$ cat config.mk
export PLATFORM = sky130hd
export DESIGN_NAME = pdr_controller
export DESIGN_NICKNAME = d
export VERILOG_FILES = /design/src/rtl/pdr_pkg.sv /design/src/rtl/pdr_controller.sv
export SDC_FILE = /design/constraint.sdc
export NUM_CORES = 1
export LEC_CHECK = 0
export ABC_AREA = 0
export BUFFER_PORTS_ARGS = -buffer_cell sky130_fd_sc_hd__buf_2
export CAP_MARGIN = 20
export CORE_UTILIZATION = 52
export CTS_CLUSTER_SIZE = 12
export DETAILED_ROUTE_END_ITERATION = 16
export PLACE_DENSITY = 0.74
export SYNTH_ARGS = -nofsm -noshare
export SYNTH_HDL_FRONTEND = slang
export SYNTH_SLANG_ARGS = --single-unit
$ cat constraint.sdc
create_clock -name aclk -period 1.9 [get_ports aclk]
set_input_delay 0.095 -clock aclk [delete_from_list [all_inputs] [get_ports aclk]]
set_output_delay 0.095 -clock aclk [all_outputs]
set_load 0.05 [all_outputs]
$ cat src/rtl/pdr_pkg.sv
package pdr_pkg;

    // Fractional bits of the state, thrust and coefficient formats.
    localparam int FRAC_BITS = 16;

    localparam int MAX_SUBSTEPS = 64;
    localparam int CORDIC_ITERS = 30;

    // round(2^32 / (2*pi)): radians (Q.F) to a 32-bit phase
    localparam logic signed [33:0] TURN_K      = 34'sd683565276;
    localparam logic signed [33:0] HALF_PI_Q30 = 34'sd1686629713;
    localparam logic signed [33:0] GAIN_Q30    = 34'sd652032874;
    localparam logic signed [33:0] ONE_Q30     = 34'sd1073741824;

    // Register indexes (word address)
    localparam logic [2:0] REG_INVERSE_MASS     = 3'd0;
    localparam logic [2:0] REG_GRAVITY          = 3'd1;
    localparam logic [2:0] REG_ARM_OVER_INERTIA = 3'd2;
    localparam logic [2:0] REG_TIME_STEP        = 3'd3;
    localparam logic [2:0] REG_SUBSTEP_COUNT    = 3'd4;

    localparam logic CMD_LOAD    = 1'b0;
    localparam logic CMD_ADVANCE = 1'b1;

    typedef struct packed {
        logic               command;
        logic signed [31:0] load_pos_x;
        logic signed [31:0] load_pos_y;
        logic signed [31:0] load_tilt;
        logic signed [31:0] load_vel_x;
        logic signed [31:0] load_vel_y;
        logic signed [31:0] load_tilt_rate;
        logic signed [31:0] thrust_left;
        logic signed [31:0] thrust_right;
    } pdr_in_t;

    typedef struct packed {
        logic signed [31:0] pos_x;
        logic signed [31:0] pos_y;
        logic signed [31:0] tilt;
        logic signed [31:0] vel_x;
        logic signed [31:0] vel_y;
        logic signed [31:0] tilt_rate;
        logic               saturated;
    } pdr_out_t;

    typedef struct packed {
        logic [30:0] inverse_mass;
        logic [30:0] gravity;
        logic [30:0] arm_over_inertia;
        logic [31:0] time_step;
        logic [6:0]  substep_count;
    } pdr_cfg_t;

    typedef enum logic [4:0] {
        OP_NOP,
        OP_LATCH,
        OP_EMIT,
        OP_SUB_INIT,
        OP_PHASE,
        OP_FOLD,
        OP_CINIT,
        OP_CITER,
        OP_TRIG,
        OP_FX,
        OP_FY,
        OP_AX,
        OP_AY,
        OP_AL,
        OP_TS_LO,
        OP_TS_HI,
        OP_TS_SUM,
        OP_DIV3,
        OP_TS_WB
    } pdr_op_t;

    typedef enum logic [4:0] {
        ST_IDLE,
        ST_DISPATCH,
        ST_SUB_INIT,
        ST_PHASE,
        ST_FOLD,
        ST_CINIT,
        ST_CITER,
        ST_TRIG,
        ST_FX,
        ST_FY,
        ST_AX,
        ST_AY,
        ST_AL,
        ST_TS_LO,
        ST_TS_HI,
        ST_TS_SUM,
        ST_DIV3,
        ST_TS_WB,
        ST_EMIT
    } pdr_state_t;

    typedef struct packed {
        pdr_op_t    op;
        logic [1:0] stage;
        logic [2:0] elem;
        logic [4:0] iter;
    } pdr_cmd_t;

    typedef struct packed {
        logic is_load;
    } pdr_status_t;

endpackage

$ cat src/rtl/pdr_controller.sv
module pdr_controller import pdr_pkg::*; (
    input  logic        aclk,
    input  logic        aresetn,
    input  logic        s_valid,
    output logic        s_ready,
    output logic        m_valid,
    input  logic        m_ready,
    input  logic [6:0]  substep_count,
    input  pdr_status_t status,
    output pdr_cmd_t    cmd
);

    pdr_state_t state_reg, state_next;
    logic [4:0] cnt_reg, cnt_next;
    logic [2:0] elem_reg, elem_next;
    logic [1:0] stage_reg, stage_next;
    logic [6:0] sub_reg, sub_next;
    logic       m_valid_reg, m_valid_next;
    logic [6:0] n_sub;
    logic       out_free;

    assign n_sub    = (substep_count > 7'(MAX_SUBSTEPS)) ? 7'(MAX_SUBSTEPS) : substep_count;
    assign out_free = !m_valid_reg || m_ready;
    assign s_ready  = (state_reg == ST_IDLE);
    assign m_valid  = m_valid_reg;

    always_comb begin
        state_next = state_reg;
        cnt_next   = cnt_reg;
        elem_next  = elem_reg;
        stage_next = stage_reg;
        sub_next   = sub_reg;
        unique case (state_reg)
            ST_IDLE: begin
                if (s_valid) begin
                    state_next = ST_DISPATCH;
                end
            end
            ST_DISPATCH: begin
                sub_next = '0;
                if (status.is_load || n_sub == 7'd0) begin
                    state_next = ST_EMIT;
                end else begin
                    state_next = ST_SUB_INIT;
                end
            end
            ST_SUB_INIT: begin
                stage_next = '0;
                state_next = ST_PHASE;
            end
            ST_PHASE: state_next = ST_FOLD;
            ST_FOLD:  state_next = ST_CINIT;
            ST_CINIT: begin
                cnt_next   = '0;
                state_next = ST_CITER;
            end
            ST_CITER: begin
                cnt_next = cnt_reg + 5'd1;
                if (cnt_reg == 5'(CORDIC_ITERS - 1)) begin
                    state_next = ST_TRIG;
                end
            end
            ST_TRIG: state_next = ST_FX;
            ST_FX:   state_next = ST_FY;
            ST_FY:   state_next = ST_AX;
            ST_AX:   state_next = ST_AY;
            ST_AY:   state_next = ST_AL;
            ST_AL: begin
                elem_next  = '0;
                state_next = ST_TS_LO;
            end
            ST_TS_LO: state_next = ST_TS_HI;
            ST_TS_HI: state_next = ST_TS_SUM;
            ST_TS_SUM: begin
                cnt_next   = '0;
                state_next = (stage_reg == 2'd3) ? ST_DIV3 : ST_TS_WB;
            end
            ST_DIV3: begin
                cnt_next = cnt_reg + 5'd1;
                if (cnt_reg == 5'd16) begin
                    state_next = ST_TS_WB;
                end
            end
            ST_TS_WB: begin
                if (elem_reg == 3'd5) begin
                    if (stage_reg == 2'd3) begin
                        sub_next   = sub_reg + 7'd1;
                        state_next = (sub_reg == n_sub - 7'd1) ? ST_EMIT : ST_SUB_INIT;
                    end else begin
                        stage_next = stage_reg + 2'd1;
                        state_next = ST_PHASE;
                    end
                end else begin
                    elem_next  = elem_reg + 3'd1;
                    state_next = ST_TS_LO;
                end
            end
            ST_EMIT: begin
                if (out_free) begin
                    state_next = ST_IDLE;
                end
            end
            default: state_next = ST_IDLE;
        endcase
    end

    always_comb begin
        cmd.stage    = stage_reg;
        cmd.elem     = elem_reg;
        cmd.iter     = cnt_reg;
        m_valid_next = m_valid_reg && !m_ready;
        unique case (state_reg)
            ST_IDLE:     cmd.op = s_valid ? OP_LATCH : OP_NOP;
            ST_DISPATCH: cmd.op = OP_NOP;
            ST_SUB_INIT: cmd.op = OP_SUB_INIT;
            ST_PHASE:    cmd.op = OP_PHASE;
            ST_FOLD:     cmd.op = OP_FOLD;
            ST_CINIT:    cmd.op = OP_CINIT;
            ST_CITER:    cmd.op = OP_CITER;
            ST_TRIG:     cmd.op = OP_TRIG;
            ST_FX:       cmd.op = OP_FX;
            ST_FY:       cmd.op = OP_FY;
            ST_AX:       cmd.op = OP_AX;
            ST_AY:       cmd.op = OP_AY;
            ST_AL:       cmd.op = OP_AL;
            ST_TS_LO:    cmd.op = OP_TS_LO;
            ST_TS_HI:    cmd.op = OP_TS_HI;
            ST_TS_SUM:   cmd.op = OP_TS_SUM;
            ST_DIV3:     cmd.op = OP_DIV3;
            ST_TS_WB:    cmd.op = OP_TS_WB;
            ST_EMIT: begin
                cmd.op = out_free ? OP_EMIT : OP_NOP;
                if (out_free) begin
                    m_valid_next = 1'b1;
                end
            end
            default:     cmd.op = OP_NOP;
        endcase
    end

    always_ff @(posedge aclk) begin
        if (!aresetn) begin
            state_reg   <= ST_IDLE;
            cnt_reg     <= '0;
            elem_reg    <= '0;
            stage_reg   <= '0;
            sub_reg     <= '0;
            m_valid_reg <= 1'b0;
        end else begin
            state_reg   <= state_next;
            cnt_reg     <= cnt_next;
            elem_reg    <= elem_next;
            stage_reg   <= stage_next;
            sub_reg     <= sub_next;
            m_valid_reg <= m_valid_next;
        end
    end

endmodule

==> flow_metrics.tcl, run 1 <==
set metrics [dict create \
    setup-violations-final 0 \
    p_leak_nw 0.781 \
    crit_type "reg -> out" \
    path_max_fanout 11 \
    worstPathRequired_ns 1.80 \
    power_frac_seq_pct 31.9 \
    routed_wl_um 3540 \
    post_drt_wl_per_cell_um 12.5 \
    antenna_left 0 \
    cts_tree "yes" \
    drive_gt1_share_pct 21.8 \
    async_flop_share_pct 0 \
    max_cap_violations 0 \
    slowest_delay_ns 0.54 \
    diodes 0 \
    grt_max_degree 14 \
    die_w_um 58.5 \
    hp-class "in -> reg" \
    portBuffers 28 \
    outcome "completed" \
    syn_area_per_cell_um2 7.91 \
    clkPwrFrac_pct 12.2 \
    num-fill-cells 295 \
    worstPathCellList "buf_4 -> nand3_1 -> xor2_1 -> nor2_1 -> buf_2" \
    yosysSeqAreaShare_pct 27.7 \
    ios 29 \
    dr.first_iter.drc_count 114 \
    hold_violations 0 \
    power_density_nw_per_um2 1040 \
    avgViaCountPerCell 5.45 \
    gr-total-overflow 0 \
    critPathLaunchType "flip-flop" \
    drc_errors 0 \
    timing.slew.headroom_pct 68.4 \
    worst_pin_slew_ns 0.470 \
    placed_area_um2 1850 \
    r2r-start "state_reg[1]" \
    cts_buffer_depth 2 \
    clkTransAtPathRegs_ns 0.14 \
    cts_hold_buffers 0 \
    area_growth_pct 13.4 \
    cp.arrival_ns 1.71 \
    setup_tns_ns 0 \
    fin_crit_sh_pct 95.2 \
    r2r-end "state_reg[1]" \
    r2r_cells 5 \
    vias 1542 \
    grt_pass1_vias 1407 \
    ir_worst_vdd_uv 645 \
    ys_seq_elements 23 \
    cts_buffers 3 \
    largest_reg_flops 7 \
    synthesis.area_um2 1660 \
    p_sw_w 0.000969 \
    cts.sinks 23 \
    synth_fp_nets 231 \
    intPower_w 0.000993 \
    slew_viol_final 0 \
    yosys_warnings 0 \
    layout_common_cells "31 x nor2_1, 28 x buf_2, 20 x dfxtp_1" \
    grt_pass1_wl_um 5870 \
    dr.pass1.iters 4 \
    dieHeight_um 58.5 \
    finalInstanceArea_um2 1880 \
    rsz0062_at_grt "false" \
    timing.critical_path.to "cmd[13]" \
    clock_skew_ns 0.00616 \
    gp_congestion 0.811 \
    clk_latency_ns 0.32 \
    htreeDepth 1 \
    cts_setup_buffers 0 \
    max_freq_mhz 553 \
    post-route-min-period_ns 1.81 \
    synthFlopType "dfxtp_1" \
    p_sw_share_pct 49.4 \
    dpl.hpwl_um 2640 \
    grt_antenna_before_repair 0 \
    r2r_slack_ns 0.24 \
    rows 20 \
    grtUsageTotal_pct 21.9 \
    dieArea_um2 3430 \
    layout_commonest_cell "nor2_1" \
    core_um2 3050 \
    initial_core_util_pct 54.4 \
    postSynthCellCount 210 \
    endpoint_kind "output port" \
    startpoint "state_reg[1]" \
    synth_edf_count 0 \
    nNetsFinal 261 \
    comb_power_share_pct 56.0 \
    synth_cell_type_count 51 \
    ctsRootBufferMaster "clkbuf_4" \
    crit_slowest_cell "dfxtp_1" \
]
[critical path: cells and delay by family, from the launching register on]
family / cells / cell delay, ns
buffers and inverters: 2 / 0.49
and+or+nand+nor: 2 / 0.22
DFF: 1 / 0.54
xor gates and xnor gates: 1 / 0.15
[power groups by stage]
stage	Sequential [W]	Combinational, W	Clock, W
after detailed placement	0.000630	0.00109	0
after floorplan	0.000616	0.000891	0
after global placement	0.000629	0.00109	0
after global routing	0.000636	0.00120	0.000263
final	0.000626	0.00110	0.000239
after CTS	0.000620	0.00110	0.000245
[kinds of logic (layout without fill, tap and decap cells)]
group | Yosys count | in the layout | share of synthesized area, %
flip-flops | 23 | 23 | 27.7
AO/OA/AOI/OAI | 44 | 44 | 19.2
buffers and inverters | 16 | 45 | 4.82
AND/OR/NAND/NOR | 100 | 100 | 31.7
XOR/XNOR | 15 | 15 | 7.91
adder cells (fa/ha/maj) | 9 | 9 | 6.78
multiplexers | 3 | 3 | 1.88
[Yosys cell counts, drive strengths merged, types with 2 or more instances]
| library cell | n | area [um2] |
|---|---|---|
| nor4 | 2 | 12.5 |
| or2 | 3 | 21.3 |
| nor3 | 5 | 35.0 |
| o211ai | 2 | 15.0 |
| clkbuf | 3 | 11.3 |
| buf | 6 | 42.5 |
| a31oi | 4 | 25.0 |
| a22oi | 3 | 22.5 |
| a211oi | 3 | 35.0 |
| nand2b | 6 | 37.5 |
| a21oi | 11 | 55.1 |
| and3 | 3 | 18.8 |
| nand2 | 18 | 67.6 |
| xnor2 | 6 | 52.6 |
| dfxtp | 23 | 460 |
| o221a | 2 | 22.5 |
| nor2 | 31 | 116 |
| mux2i | 2 | 20.0 |
| nand3 | 9 | 45.0 |
| xor2 | 9 | 78.8 |
| nand4 | 7 | 43.8 |
| nor2b | 6 | 37.5 |
| ha | 9 | 113 |
| and2 | 2 | 12.5 |
| nor3b | 2 | 26.3 |
| inv | 7 | 26.3 |
| o21ai | 9 | 45.0 |
[timing repair]
action / CTS / global route
endpoints found under the hold margin: 0 / 0
endpoints found under the setup margin: 0 / 5
gates resized for setup: 0 / 3
[layout make-up]
| type | instances | area [um2] | area share (%) |
|---|---|---|---|
| timing repair buffer | 34 | 185 | 9.83 |
| sequential | 23 | 464 | 24.6 |
| inverter | 7 | 26.3 | 1.39 |
| clock inverter | 1 | 5.00 | 0.266 |
| multi-input combinational | 171 | 1130 | 59.8 |
| clock buffer | 3 | 22.5 | 1.20 |
| tap | 44 | 55.1 | 2.92 |
[per-stage QoR]
stage | hold WS (ns) | total power (W) | utilization (%) | setup WS, ns | cells
finish | 0.0841 | 0.00196 | 61.7 | 0.0920 | 283
global route | 0.0767 | 0.00209 | 61.7 | 0.000127 | 283
CTS | 0.0800 | 0.00196 | 61.6 | 0.00769 | 283
detailed placement | 0.437 | 0.00172 | 60.7 | 0.272 | 279
global placement | 0.433 | 0.00172 | 60.7 | 0.276 | 279
floorplan | 0.324 | 0.00151 | - | 0.0159 | 210
[routing by layer]
| layer | track usage (%) | vias up | wire (um) |
|---|---|---|---|
| met1 | 26.8 | 690 | 1710 |
| met5 | 0 | - | 0 |
| met3 | 4.18 | 8 | 151 |
| li1 | - | 808 | - |
| met4 | 7.48 | 0 | 49 |
| met2 | 38.4 | 36 | 1630 |
[worst min-delay path by stage]
stage	start	end	slack [ns]	depth (start not counted)
global placement	aresetn	cnt_reg[2]	0.43	2
floorplan	substep_count[2]	state_reg[4]	0.32	3
global route	aresetn	cnt_reg[2]	0.08	2
CTS	aresetn	cnt_reg[2]	0.08	2
finish	aresetn	cnt_reg[2]	0.08	2
detailed placement	aresetn	cnt_reg[2]	0.44	2
(Power assumes the default switching activity.)
==> inputs of run 2 (changes only) <==
--- a/config.mk
+++ b/config.mk
@@ -9,6 +9,7 @@
 export BUFFER_PORTS_ARGS = -buffer_cell sky130_fd_sc_hd__buf_2
 export CAP_MARGIN = 20
 export CORE_UTILIZATION = 52
+export CTS_BUF_LIST = sky130_fd_sc_hd__clkbuf_8
 export CTS_CLUSTER_SIZE = 12
 export DETAILED_ROUTE_END_ITERATION = 16
 export PLACE_DENSITY = 0.74
==> flow_metrics.tcl, run 2 (synthesized netlist as in run 1, its figures left out) <==
set metrics [dict create \
    outcome "completed" \
    placed_area_um2 1850 \
    hold_violations 0 \
    grt_pass1_wl_um 5890 \
    ctsRootBufferMaster "clkbuf_8" \
    grt_pass1_vias 1389 \
    nNetsFinal 261 \
    layout_commonest_cell "nor2_1" \
    setup-violations-final 0 \
    cts_tree "yes" \
    p_leak_nw 0.788 \
    grt_max_degree 14 \
    post_drt_wl_per_cell_um 12.6 \
    critPathLaunchType "flip-flop" \
    rows 20 \
    vias 1545 \
    gr-total-overflow 0 \
    worst_pin_slew_ns 0.485 \
    grtUsageTotal_pct 22.3 \
    setup_ws_ns 0.108 \
    hp-class "in -> reg" \
    routed_wl_um 3580 \
    finalInstanceArea_um2 1900 \
    num-fill-cells 294 \
    timing.slew.headroom_pct 67.4 \
    clkTransAtPathRegs_ns 0.09 \
    max_cap_violations 0 \
    drive_gt1_share_pct 20.9 \
    antenna_left 0 \
    pre_cts_ws_ns 0.272 \
    slew_viol_final 0 \
    dieHeight_um 58.5 \
    layout_common_cells "31 x nor2_1, 28 x buf_2, 22 x dfxtp_1" \
    worstPathRequired_ns 1.80 \
    cts_setup_buffers 0 \
    dieArea_um2 3430 \
    fin_crit_sh_pct 94.3 \
    area_growth_pct 14.4 \
    power_density_nw_per_um2 1070 \
    die_w_um 58.5 \
    path_max_fanout 12 \
    rsz0062_at_grt "false" \
    ios 29 \
    avgViaCountPerCell 5.46 \
    htreeDepth 1 \
    cp.arrival_ns 1.70 \
    endpoint_kind "output port" \
    cts_buffer_depth 2 \
    cts_hold_buffers 0 \
    gp_congestion 0.811 \
    crit_type "reg -> out" \
    largest_reg_flops 7 \
    post-route-min-period_ns 1.79 \
    cts.sinks 23 \
    portBuffers 28 \
    diodes 0 \
    grt_antenna_before_repair 0 \
    dr.pass1.iters 4 \
    clock_skew_ns 0.00410 \
    fin_util_pct 62.3 \
    initial_core_util_pct 54.4 \
    drc_errors 0 \
    setup_tns_ns 0 \
    core_um2 3050 \
    cts_buffers 3 \
    max_freq_mhz 558 \
    clk_latency_ns 0.27 \
    ir_worst_vdd_uv 722 \
    dpl.hpwl_um 2640 \
    post_cts_resized 0 \
    dr.first_iter.drc_count 111 \
]
==> run 2: cell counts in the layout (fill, tap and decap cells not counted) <==
No cell type changed its count.
==> run 2: final timing paths <==
path,start,end,slack (ns),cells past startpoint
max,state_reg[2],cmd[11],0.11,4
min,aresetn,cnt_reg[2],0.15,2
max reg2reg,state_reg[0],cnt_reg[1],0.25,5
min reg2reg,stage_reg[1],stage_reg[1],0.48,2
==> run 2: worst max-delay path, stage by stage (launching register included) <==
cell	delay, ns
dfxtp_1	0.41
or2_4	0.37
o21a_1	0.20
o22ai_1	0.15
buf_2	0.28
==> run 2: layout make-up <==
cell class | instances | area [um2] | share of cell area [%]
clock buffer | 3 | 41.3 | 2.17
clock inverter | 1 | 5.00 | 0.263
inverter | 7 | 26.3 | 1.38
multi-input combinational | 171 | 1130 | 59.2
sequential | 23 | 462 | 24.3
tap | 44 | 55.1 | 2.90
timing repair buffer | 34 | 185 | 9.74
==> run 2: power breakdown <==
part	switching (W)	leakage [nW]	internal [W]	total, W
Clock	0.000169	0.0255	0.000147	0.000315
Sequential	0.0000977	0.186	0.000526	0.000624
Combinational	0.000717	0.576	0.000384	0.00110
==> run 2: per-layer routing <==
metal	vias to the layer above	share of wire [%]	track usage [%]
met5	-	0	0
met4	0	1.6	9.86
met3	5	3.6	3.52
met2	30	46	38.8
met1	704	49	27.3
li1	806	-	-
==> run 2: through the flow <==
| step | cells | total power, W | hold slack, ns |
|---|---|---|---|
| after floorplan | 210 | 0.00151 | 0.324 |
| after global placement | 279 | 0.00172 | 0.433 |
| after detailed placement | 279 | 0.00172 | 0.437 |
| after CTS | 283 | 0.00204 | 0.144 |
| after global routing | 283 | 0.00217 | 0.148 |
| final | 283 | 0.00204 | 0.150 |
